## src/rtl/core/fsgs_pkg.sv

```systemverilog
// Shared types and constants for the falling sand grid block.
// No dependencies; every other file but fsgs_ram refers to it by scoped names.

package fsgs_pkg;

  // Fixed widths of the command word fields
  localparam int CMD_W = 2;
  localparam int ROW_W = 5;
  localparam int COL_W = 5;
  localparam int OUT_W = 32;

  // Command codes
  localparam logic [CMD_W-1:0] CMD_PLACE = 2'd0;
  localparam logic [CMD_W-1:0] CMD_SWEEP = 2'd1;
  localparam logic [CMD_W-1:0] CMD_READ  = 2'd2;
  localparam logic [CMD_W-1:0] CMD_CLEAR = 2'd3;

  // Columns resolved per sweep step
  localparam int COLS_PER_STEP = 8;

  // Read address select
  typedef enum logic [1:0] {
    RD_REQ,     // row named by the command word
    RD_BOTTOM,  // last grid row
    RD_UP,      // current upper row of the sweep pair
    RD_NEXT     // row above the current upper row
  } rd_sel_t;

  // Write address/data select
  typedef enum logic [1:0] {
    WR_PLACE,   // requested row with the new grain
    WR_DN,      // finished lower row of the sweep pair
    WR_TOP      // top row at the end of a sweep
  } wr_sel_t;

  // Controller to datapath commands
  typedef struct packed {
    logic    load;
    logic    rd_en;
    rd_sel_t rd_sel;
    logic    wr_en;
    wr_sel_t wr_sel;
    logic    clr;
    logic    sw_init;
    logic    cap_dn;
    logic    cap_up;
    logic    step;
    logic    shift;
    logic    out_en;
  } ctl_t;

  // Datapath to controller status
  typedef struct packed {
    logic last_chunk;
    logic r_zero;
  } sts_t;

endpackage

```

## src/rtl/core/falling_sand_grid_step_top.sv

```systemverilog
// Top level of the falling sand grid block: controller plus datapath.
// Depends on fsgs_pkg, fsgs_ctrl, fsgs_dp, fsgs_ram.
//
// Usage:
//   A command word (cmd, row, col) is taken on a rising edge with start high
//   and busy low. cmd: place grain, run one sweep, read row, clear grid.
//   Each command answers with one word: row_bits holds the addressed row
//   after the command, marked by done for exactly one cycle. The receiver
//   cannot hold done off; row_bits stays put until the next answer.
//   A sweep rereads one row from the row store per row pair and resolves
//   8 columns per cycle.
//   busy is high from the cycle after accept until done; a new command may
//   be issued in the done cycle. One command is in flight at a time.
//   Reset (rst, synchronous) empties the grid at once through per-row
//   valid bits, drops any command in flight and leaves the block idle.
//   Rows at or past GRID_SIZE read as zero; places outside are dropped.

module falling_sand_grid_step_top #(
  parameter int GRID_SIZE = 32   // 3 .. 32
) (
  input  logic                             clk,
  input  logic                             rst,
  input  logic                             start,
  input  logic [fsgs_pkg::CMD_W-1:0]       cmd,
  input  logic [fsgs_pkg::ROW_W-1:0]       row,
  input  logic [fsgs_pkg::COL_W-1:0]       col,
  output logic                             busy,
  output logic                             done,
  output logic [fsgs_pkg::OUT_W-1:0]       row_bits
);

  // Command and status between sequencer and datapath
  fsgs_pkg::ctl_t ctl;
  fsgs_pkg::sts_t sts;

  fsgs_ctrl u_ctrl (
    .clk   (clk),
    .rst   (rst),
    .start (start),
    .cmd   (cmd),
    .sts   (sts),
    .ctl   (ctl),
    .busy  (busy),
    .done  (done)
  );

  fsgs_dp #(
    .GRID_SIZE (GRID_SIZE)
  ) u_dp (
    .clk      (clk),
    .rst      (rst),
    .row      (row),
    .col      (col),
    .ctl      (ctl),
    .sts      (sts),
    .row_bits (row_bits)
  );

endmodule

```

## src/rtl/core/fsgs_ram.sv

```systemverilog
// Generic single-port-write, single-port-read RAM with registered read.
// No dependencies.

module fsgs_ram #(
  parameter int WIDTH = 32,
  parameter int DEPTH = 32
) (
  input  logic                     clk,
  input  logic                     we,
  input  logic [$clog2(DEPTH)-1:0] waddr,
  input  logic [WIDTH-1:0]         wdata,
  input  logic                     re,
  input  logic [$clog2(DEPTH)-1:0] raddr,
  output logic [WIDTH-1:0]         rdata
);

  logic [WIDTH-1:0] mem [DEPTH];

  always_ff @(posedge clk) begin
    if (we) begin
      mem[waddr] <= wdata;
    end
    if (re) begin
      rdata <= mem[raddr];
    end
  end

endmodule

```

## src/rtl/core/fsgs_ctrl.sv

```systemverilog
// Sequencer for the falling sand grid: decodes the command word and steps
// the datapath. Depends on fsgs_pkg.

module fsgs_ctrl (
  input  logic                       clk,
  input  logic                       rst,
  input  logic                       start,
  input  logic [fsgs_pkg::CMD_W-1:0] cmd,
  input  fsgs_pkg::sts_t             sts,
  output fsgs_pkg::ctl_t             ctl,
  output logic                       busy,
  output logic                       done
);

  typedef enum logic [3:0] {
    S_IDLE,
    S_PL_RD,
    S_PL_WR,
    S_SW_BOT,
    S_SW_DN,
    S_SW_UP,
    S_SW_STEP,
    S_SW_WB,
    S_SW_TOP,
    S_CLR,
    S_RD,
    S_RD_DATA
  } state_t;

  state_t state;
  state_t state_next;

  always_comb begin
    state_next = state;
    ctl        = '0;
    unique case (state)
      S_IDLE: begin
        if (start && !busy) begin
          ctl.load = 1'b1;
          unique case (cmd)
            fsgs_pkg::CMD_PLACE: state_next = S_PL_RD;
            fsgs_pkg::CMD_SWEEP: state_next = S_SW_BOT;
            fsgs_pkg::CMD_READ:  state_next = S_RD;
            fsgs_pkg::CMD_CLEAR: state_next = S_CLR;
          endcase
        end
      end
      S_PL_RD: begin
        ctl.rd_en  = 1'b1;
        ctl.rd_sel = fsgs_pkg::RD_REQ;
        state_next = S_PL_WR;
      end
      S_PL_WR: begin
        ctl.wr_en  = 1'b1;
        ctl.wr_sel = fsgs_pkg::WR_PLACE;
        state_next = S_RD;
      end
      S_SW_BOT: begin
        ctl.rd_en   = 1'b1;
        ctl.rd_sel  = fsgs_pkg::RD_BOTTOM;
        ctl.sw_init = 1'b1;
        state_next  = S_SW_DN;
      end
      S_SW_DN: begin
        ctl.cap_dn = 1'b1;
        ctl.rd_en  = 1'b1;
        ctl.rd_sel = fsgs_pkg::RD_UP;
        state_next = S_SW_UP;
      end
      S_SW_UP: begin
        ctl.cap_up = 1'b1;
        state_next = S_SW_STEP;
      end
      S_SW_STEP: begin
        ctl.step = 1'b1;
        if (sts.last_chunk) begin
          state_next = S_SW_WB;
        end
      end
      S_SW_WB: begin
        ctl.wr_en  = 1'b1;
        ctl.wr_sel = fsgs_pkg::WR_DN;
        ctl.shift  = 1'b1;
        if (sts.r_zero) begin
          state_next = S_SW_TOP;
        end else begin
          ctl.rd_en  = 1'b1;
          ctl.rd_sel = fsgs_pkg::RD_NEXT;
          state_next = S_SW_UP;
        end
      end
      S_SW_TOP: begin
        ctl.wr_en  = 1'b1;
        ctl.wr_sel = fsgs_pkg::WR_TOP;
        state_next = S_RD;
      end
      S_CLR: begin
        ctl.clr    = 1'b1;
        state_next = S_RD;
      end
      S_RD: begin
        ctl.rd_en  = 1'b1;
        ctl.rd_sel = fsgs_pkg::RD_REQ;
        state_next = S_RD_DATA;
      end
      S_RD_DATA: begin
        ctl.out_en = 1'b1;
        state_next = S_IDLE;
      end
      default: state_next = S_IDLE;
    endcase
  end

  always_ff @(posedge clk) begin
    if (rst) begin
      state <= S_IDLE;
      busy  <= 1'b0;
      done  <= 1'b0;
    end else begin
      state <= state_next;
      busy  <= (state_next != S_IDLE);
      done  <= (state == S_RD_DATA);
    end
  end

endmodule

```

## src/rtl/core/fsgs_dp.sv

```systemverilog
// Datapath for the falling sand grid: row store, row valid bits, sweep
// pair registers and the per-step column resolver. Depends on fsgs_pkg, fsgs_ram.

module fsgs_dp #(
  parameter int GRID_SIZE = 32
) (
  input  logic                             clk,
  input  logic                             rst,
  input  logic [fsgs_pkg::ROW_W-1:0]       row,
  input  logic [fsgs_pkg::COL_W-1:0]       col,
  input  fsgs_pkg::ctl_t                   ctl,
  output fsgs_pkg::sts_t                   sts,
  output logic [fsgs_pkg::OUT_W-1:0]       row_bits
);

  localparam int AW   = $clog2(GRID_SIZE);
  localparam int NCH  = (GRID_SIZE + fsgs_pkg::COLS_PER_STEP - 1) / fsgs_pkg::COLS_PER_STEP;
  localparam int CW   = (NCH > 1) ? $clog2(NCH) : 1;
  localparam int PW   = NCH * fsgs_pkg::COLS_PER_STEP;
  localparam int PIW  = $clog2(PW);
  localparam int LB   = $clog2(fsgs_pkg::COLS_PER_STEP);

  // Latched command word
  logic [fsgs_pkg::ROW_W-1:0] row_q;
  logic [fsgs_pkg::COL_W-1:0] col_q;
  logic                       row_ok;
  logic                       place_ok;
  logic [AW-1:0]              row_addr;

  // Row store and its valid bits (unwritten rows read as empty)
  logic [(1 << AW)-1:0]       valid;
  logic                       vld_q;
  logic [GRID_SIZE-1:0]       ram_q;
  logic [GRID_SIZE-1:0]       rd_row;
  logic                       rd_en;
  logic [AW-1:0]              rd_addr;
  logic                       we;
  logic [AW-1:0]              wr_addr;
  logic [GRID_SIZE-1:0]       wr_data;
  logic [GRID_SIZE-1:0]       place_data;

  // Sweep pair
  logic [GRID_SIZE-1:0]       up_reg;
  logic [GRID_SIZE-1:0]       dn_reg;
  logic [GRID_SIZE-1:0]       up_n;
  logic [GRID_SIZE-1:0]       dn_n;
  logic [PW-1:0]              up_p;
  logic [PW-1:0]              dn_p;
  logic [AW-1:0]              r;
  logic [CW-1:0]              chunk;

  logic [GRID_SIZE+fsgs_pkg::OUT_W-1:0] out_ext;

  assign row_ok   = (32'(row_q) < GRID_SIZE);
  assign place_ok = row_ok && (32'(col_q) < GRID_SIZE);
  assign row_addr = AW'(row_q);

  assign rd_row     = vld_q ? ram_q : '0;
  assign place_data = rd_row | (GRID_SIZE'(1) << col_q);
  assign out_ext    = {{fsgs_pkg::OUT_W{1'b0}}, rd_row};

  assign sts.last_chunk = (chunk == CW'(NCH - 1));
  assign sts.r_zero     = (r == '0);

  assign rd_en = ctl.rd_en;

  always_comb begin
    unique case (ctl.rd_sel)
      fsgs_pkg::RD_REQ:    rd_addr = row_addr;
      fsgs_pkg::RD_BOTTOM: rd_addr = AW'(GRID_SIZE - 1);
      fsgs_pkg::RD_UP:     rd_addr = r;
      fsgs_pkg::RD_NEXT:   rd_addr = r - 1'b1;
    endcase
  end

  always_comb begin
    unique case (ctl.wr_sel)
      fsgs_pkg::WR_PLACE: begin
        wr_addr = row_addr;
        wr_data = place_data;
      end
      fsgs_pkg::WR_DN: begin
        wr_addr = r + 1'b1;
        wr_data = dn_reg;
      end
      fsgs_pkg::WR_TOP: begin
        wr_addr = '0;
        wr_data = dn_reg;
      end
      default: begin
        wr_addr = '0;
        wr_data = dn_reg;
      end
    endcase
  end

  // A place outside the grid is dropped
  assign we = ctl.wr_en && ((ctl.wr_sel != fsgs_pkg::WR_PLACE) || place_ok);

  fsgs_ram #(
    .WIDTH (GRID_SIZE),
    .DEPTH (GRID_SIZE)
  ) u_ram (
    .clk   (clk),
    .we    (we),
    .waddr (wr_addr),
    .wdata (wr_data),
    .re    (rd_en),
    .raddr (rd_addr),
    .rdata (ram_q)
  );

  always_ff @(posedge clk) begin
    if (rst) begin
      valid <= '0;
    end else if (ctl.clr) begin
      valid <= '0;
    end else if (we) begin
      valid[wr_addr] <= 1'b1;
    end
  end

  always_ff @(posedge clk) begin
    if (rd_en) begin
      vld_q <= valid[rd_addr];
    end
  end

  // One step resolves COLS_PER_STEP columns, left to right, in order
  always_comb begin
    logic [PIW-1:0] c;
    logic [PIW-1:0] cl;
    logic [PIW-1:0] cr;
    up_p = PW'(up_reg);
    dn_p = PW'(dn_reg);
    for (int j = 0; j < fsgs_pkg::COLS_PER_STEP; j++) begin
      c  = PIW'({chunk, LB'(j)});
      cl = (c != '0) ? c - 1'b1 : c;
      cr = (32'(c) < PW - 1) ? c + 1'b1 : c;
      if ((32'(c) < GRID_SIZE) && up_p[c]) begin
        if (!dn_p[c]) begin
          dn_p[c] = 1'b1;
          up_p[c] = 1'b0;
        end else if ((c != '0) && !dn_p[cl]) begin
          dn_p[cl] = 1'b1;
          up_p[c]  = 1'b0;
        end else if ((32'(c) != GRID_SIZE - 1) && !dn_p[cr]) begin
          dn_p[cr] = 1'b1;
          up_p[c]  = 1'b0;
        end
      end
    end
    up_n = up_p[GRID_SIZE-1:0];
    dn_n = dn_p[GRID_SIZE-1:0];
  end

  always_ff @(posedge clk) begin
    if (ctl.load) begin
      row_q <= row;
      col_q <= col;
    end
    if (ctl.sw_init) begin
      r <= AW'(GRID_SIZE - 2);
    end
    if (ctl.cap_dn) begin
      dn_reg <= rd_row;
    end
    if (ctl.cap_up) begin
      up_reg <= rd_row;
      chunk  <= '0;
    end
    if (ctl.step) begin
      up_reg <= up_n;
      dn_reg <= dn_n;
      chunk  <= chunk + 1'b1;
    end
    if (ctl.shift) begin
      dn_reg <= up_reg;
      r      <= r - 1'b1;
    end
    if (ctl.out_en) begin
      row_bits <= row_ok ? out_ext[fsgs_pkg::OUT_W-1:0] : '0;
    end
  end

endmodule

```

## config.mk

```make
export PLATFORM = sky130hd
export DESIGN_NAME = falling_sand_grid_step_top
export DESIGN_NICKNAME = d
export VERILOG_FILES = /design/src/rtl/core/fsgs_pkg.sv /design/src/rtl/core/falling_sand_grid_step_top.sv /design/src/rtl/core/fsgs_ram.sv /design/src/rtl/core/fsgs_ctrl.sv /design/src/rtl/core/fsgs_dp.sv
export SDC_FILE = /design/constraint.sdc
export NUM_CORES = 2
export LEC_CHECK = 0
export ABC_AREA = 1
export BUFFER_PORTS_ARGS = -buffer_cell sky130_fd_sc_hd__buf_2
export CAP_MARGIN = 10
export CORE_AREA = 2 2 336 338
export DETAILED_ROUTE_END_ITERATION = 7
export DIE_AREA = 0 0 338 340
export SLEW_MARGIN = 20
export SYNTH_ARGS = -nofsm -noshare
export SYNTH_HDL_FRONTEND = slang
export SYNTH_HIERARCHICAL = 1
export SYNTH_SLANG_ARGS = --single-unit
```

## constraint.sdc

```tcl
create_clock -name clk -period 6.9 [get_ports clk]
set_input_delay 1.38 -clock clk [delete_from_list [all_inputs] [get_ports clk]]
set_output_delay 1.38 -clock clk [all_outputs]
set_load 0.02 [all_outputs]
```

* After elaboration in Yosys (flattened, before gate mapping)
Memory sizes are Yosys's and may differ from the RTL's. A register that Yosys moved wholly into a read port is not among the register bits.
Index checks and enable logic that the tools add are counted.
** Word-level totals
- Input port bits :: 15
- Output and inout bits :: 34
- Memories kept :: 1
- Bits in registers :: 152
- Logic and storage cells :: 405
- Bits in writable memories :: 1024
** Cells by class
- Equality and inequality tests :: 20
- Mux-type cells :: 214
- Reduce and logical (&&, ||, !) cells :: 44
- Order comparisons :: 52
- Add/sub/neg operators :: 19
- Bitwise logic cells :: 42
- Shift operators :: 1
** Memory list
- u_dp.u_ram.mem :: depth 32, bits a word 32, read ports 1, clocked after Yosys merged registers in 1, wr ports 1, RTL line fsgs_ram.sv:17 : logic [WIDTH-1:0] mem [DEPTH];
** Operators with widths (number)
- two-way mux 32 bit :: 71
- bitwise OR 32 bit :: 19
- bitwise AND 32 bit :: 8
- < comparator 5 x 6 -> 1 bit, second input constant :: 26
- >= comparator 5 x 1 -> 1 bit, second input constant :: 25
- binary-select mux 1 bit (select 5 bit) :: 17
- demux 1 bit (select 5 bit) :: 17
- two-way mux 1 bit :: 69
- adder 5 x 1 -> 5 bit, second input constant :: 9
- subtractor 5 x 1 -> 5 bit, second input constant :: 9
- case mux 4 bit (9 select lines) :: 1
- binary-select mux 1 bit (select 2 bit) :: 16
- inverter 25 -> 32 bit :: 1
- inverter 26 -> 32 bit :: 1
- inverter 27 -> 32 bit :: 1
- inverter 28 -> 32 bit :: 1
- inverter 29 -> 32 bit :: 1
- inverter 30 -> 32 bit :: 1
- inverter 31 -> 32 bit :: 1
- inverter 32 bit :: 1
- bitwise OR 32 x 25 -> 32 bit :: 1
- bitwise OR 32 x 26 -> 32 bit :: 1
- bitwise OR 32 x 27 -> 32 bit :: 1
- bitwise OR 32 x 28 -> 32 bit :: 1
- 33 further kinds :: 93

* Logic depth before layout (Yosys ltp)
- Depth after elaboration :: 56
- Depth in mapped cells :: 46
- Mapped depth without buffers :: 40

* Cells and area by module
Netlist, hierarchy kept.
** By module, submodules not included
- fsgs_ram :: area each 42726.0 um^2, cells an instance 3536, instances 1, sequential area each 31710.4 um^2
- fsgs_dp :: area each 9950.8 um^2, cells an instance 1377, instances 1, sequential area each 4063.9 um^2
- fsgs_ctrl :: area each 486.7 um^2, cells an instance 86, instances 1, sequential area each 120.1 um^2

* Worst setup path before layout
Ideal clock, no wire load.
- Path type :: register to register
- Start point :: reg u_dp/chunk[0] (netlist name)
- End point :: reg u_dp.up_reg[15] (enable)
- Data arrival time :: 5.034 ns
- Buffers on the path :: 6
- Required time :: 6.561 ns
- Path slack :: 1.527 ns
- Setup time :: 0.339 ns
- Stages on the path, launching flop included :: 41
- Cells stage by stage :: edfxtp_1 buf_6 inv_4 buf_8 buf_2 buf_1 clkbuf_1 buf_2 ha_1 clkinv_1 nor2_1 nand3_1 nand2_1 nand3_2 nand2_4 nand3_1 nand2_1 nand3_2 [... 5 more ...] nand2_2 nand2_2 nand3_2 nand2_4 nand3_1 nand2_1 nand3_2 nand2_4 nand2_1 nand3_2 nand3_2 nand2_4 o21bai_1 nand3_1 nand2_1 nand2_4 o21ai_1 a21oi_1
** RTL lines
- end signal, assigned :: RTL line fsgs_dp.sv:169 : up_reg <= rd_row;
- end signal, assigned :: RTL line fsgs_dp.sv:173 : up_reg <= up_n;
- end, declared :: RTL line fsgs_dp.sv:43 : logic [GRID_SIZE-1:0] up_reg;

==> results.yml <==
outcome:
  status: "finished clean"
sta:
  worst_pin_slew_ns: 1.12
  post-route-period-util_pct: 82.2
  maxSlewViolCount: 0
  rsz0062_at_grt: "no"
  setup_violations: 0
  finClkSkew_ns: 0.0264
  finalHoldViolations: 0
  tns_ns: 0
  max_slew_margin_pct: 25.4
  setup_slack_ns: 1.23
  fmax_mhz: 176
  fin_crit_ns: 5.67
worst_setup_path:
  critPathMaxStageDelay_ns: 0.58
  r2r_start: "u_dp/chunk[1]"
  reg2reg_slack_ns: 1.23
  cpMaxStageDelayCell: "ha_1"
  worst_ep_required_time_ns: 7.28
  ff2ff_path_depth: 33
  arrival_ns: 6.05
  crit_start: "u_dp/chunk[1]"
  critical_path_class: "reg -> reg"
  start_kind: "register"
  path_max_fanout: 33
  endpoint_kind: "register"
  timing.rr.end: "u_dp/up_reg[7]"
  crit_top_cell: "nand2_1"
clock_network:
  cts_buffers: 131
  cts_resized: 0
  clkTransAtPathRegs_ns: 0.06
  ctsHtreeMaxLevel: 4
  clk_path_buf_depth: 3
  cts_root_buf: "clkbuf_16"
  cts_tree: "yes"
  clock_latency_ns: 0.75
  clock_sinks: 1208
  post-cts-setup-buffers: 0
  hold_buffers: 0
floorplanning:
  die-area_um2: 115000
  core_area_um2: 112000
  ios: 49
  initial_core_util_pct: 47.6
  fp.dieH_um: 340
  die_w_um: 338
  num_rows: 123
placed_design:
  dpl.hpwl_um: 87700
  post-place-ws_ns: 1.36
  numPortBuffers: 48
  gp_congestion: 0.949
logic_synthesis:
  async_flop_share_pct: 0
  ys_seq_area_share_pct: 67.5
  synth_area_per_cell_um2: 10.6
  ys_warn_count: 6
  ys_ff_latch: 1208
  ys_types: 51
  netlist_area_um2: 53200
  synth_top_area_share_pct: 66.1
  synthTopCellsByArea: "edfxtp_1, nand2_1, nand3_1, nor2_1, inv_1"
  synth_top_area_cell: "edfxtp_1"
  synthCells: 4999
  yosysMostFrequentCell: "nand2_1"
  synth_edf_count: 1170
  yosys_most_used_dff: "edfxtp_1"
  synth.net_count: 5027
  yosys-top-cells-count: "nand2_1, edfxtp_1, nand3_1, nor2_1, inv_1"
cells_and_area:
  fillCellCount: 9748
  syn2layout_area_growth_pct: 11.0
  largest_reg_flops: 1024
  drive_above_1_share_pct: 9.30
  fin_util_pct: 52.9
  nets: 5029
  top_register: "u_dp/u_ram/mem"
route:
  firstDrtPassIters: 6
  drc: 0
  routedWlPerCell_um: 23.4
  via_count: 37300
  drt-total-wl_um: 155000
  drt_iter0_drc: 4294
  drtAntennaViolNets: 0
  vias_per_cell: 5.66
grt:
  grt_pass1_wl_um: 230000
  antenna_found_initial: 4
  grt_pass1_vias: 35300
  grt.overflow.total: 0
  grt_max_degree: 143
  grt_use_total_pct: 26.9
job:
  maxCapViolations: 0
pwr:
  sequentialPowerShare_pct: 43.5
  switching_share_pct: 34.6
  leakage_nw: 22.0
  comb_power_share_pct: 28.0
  p_sw_mw: 8.12
  p_int_mw: 15.3
  p_per_area_nw_per_um2: 397
  vdd_drop_max_mv: 0.346
  finalPower_mw: 23.4
  p_clk_share_pct: 28.4
hold_path:
  whs_path_depth: 2
  min-delay-start: "u_dp/valid[11]"
  worstHoldPathType: "reg -> reg"
  min_delay_worst_endpoint: "u_dp/valid[11]"
==> final cells by class <==
class                      count  area (µm²)  area share (%)
timing repair buffer         160        1230            2.09
sequential                  1208       35900            60.8
inverter                     215         861            1.46
clock inverter                56         483           0.819
tap                         1500        1880            3.18
clock buffer                 174        3550            6.01
antenna                        1        2.50         0.00424
multi-input combinational   3285       15100            25.6
==> worst max path at each step <==
stage                      endpoint  slack [ns]  cells after the start
floorplan           u_dp/up_reg[15]        1.53                     40
global placement     u_dp/up_reg[7]        1.47                     36
detailed placement  u_dp/up_reg[15]        1.36                     34
CTS                  u_dp/up_reg[7]        1.33                     34
global route         u_dp/up_reg[7]        0.67                     34
finish               u_dp/up_reg[7]        1.23                     33
==> layout by cell type, fill, tap and decap left out, drive strengths merged, types with 3 or more instances in the layout <==
master | synthesis | final
nand2 | 1772 | 1772
edfxtp | 1170 | 1170
nand3 | 929 | 929
inv | 213 | 216
nor2 | 212 | 212
clkbuf | 62 | 174
buf | 229 | 160
a21oi | 104 | 104
o21ai | 87 | 87
a31oi | 61 | 61
clkinv | 2 | 45
dfxtp | 38 | 38
nand4 | 26 | 26
nor3 | 17 | 17
ha | 13 | 13
o211ai | 11 | 11
o31ai | 11 | 11
a31o | 8 | 8
nand3b | 6 | 6
bufinv | 0 | 5
clkinvlp | 0 | 5
o22ai | 5 | 5
or2 | 4 | 4
a32oi | 3 | 3
==> worst max-delay path, delay by kind of cell, from the launching register on <==
| kind | cells | cell delay [ns] |
|---|---|---|
| buf+inv | 4 | 0.95 |
| fa+ha+maj | 1 | 0.58 |
| simple gates | 23 | 2.62 |
| flops | 1 | 0.36 |
| compound gates | 5 | 0.75 |
==> power by group through the flow <==
stage | Sequential [mW] | Clock, mW | Combinational (mW)
CTS | 10.2 | 6.78 | 6.52
detailed placement | 10.3 | 0 | 6.51
floorplan | 10.4 | 0 | 3.99
global placement | 10.3 | 0 | 6.46
global route | 10.2 | 7.06 | 7.16
finish | 10.2 | 6.67 | 6.57
==> layer usage <==
layer | share of wire (%) | vias up | GRT usage, %
met5 | 0 | - | 0
met3 | 8.2 | 241 | 4.03
li1 | - | 17300 | -
met1 | 42 | 18200 | 38.2
met4 | 2.7 | 0 | 8.53
met2 | 47 | 1584 | 42.8
==> cells by family (layout without fill, tap and decap cells) <==
family / Yosys count / in the layout / share of synthesized area (%)
AND/OR/NAND/NOR: 2969 / 2969 / 23.8
flip-flops: 1208 / 1208 / 67.5
buffers and inverters: 506 / 605 / 5.06
AO/OA/AOI/OAI: 300 / 300 / 3.29
adder cells (fa/ha/maj): 13 / 13 / 0.306
XOR/XNOR: 3 / 3 / 0.0494
other: 0 / 1 / 0
==> per-stage QoR <==
step           hold WS, ns  instance area (µm²)  std cells
6_report             0.445                59000       6599
4_1_cts              0.448                59000       6598
3_3_place_gp         0.434                55000       6368
2_1_floorplan        0.427                53200       4999
3_5_place_dp         0.439                55000       6368
5_1_grt              0.471                59000       6598
Note: power is estimated with default switching activity, not from simulation.
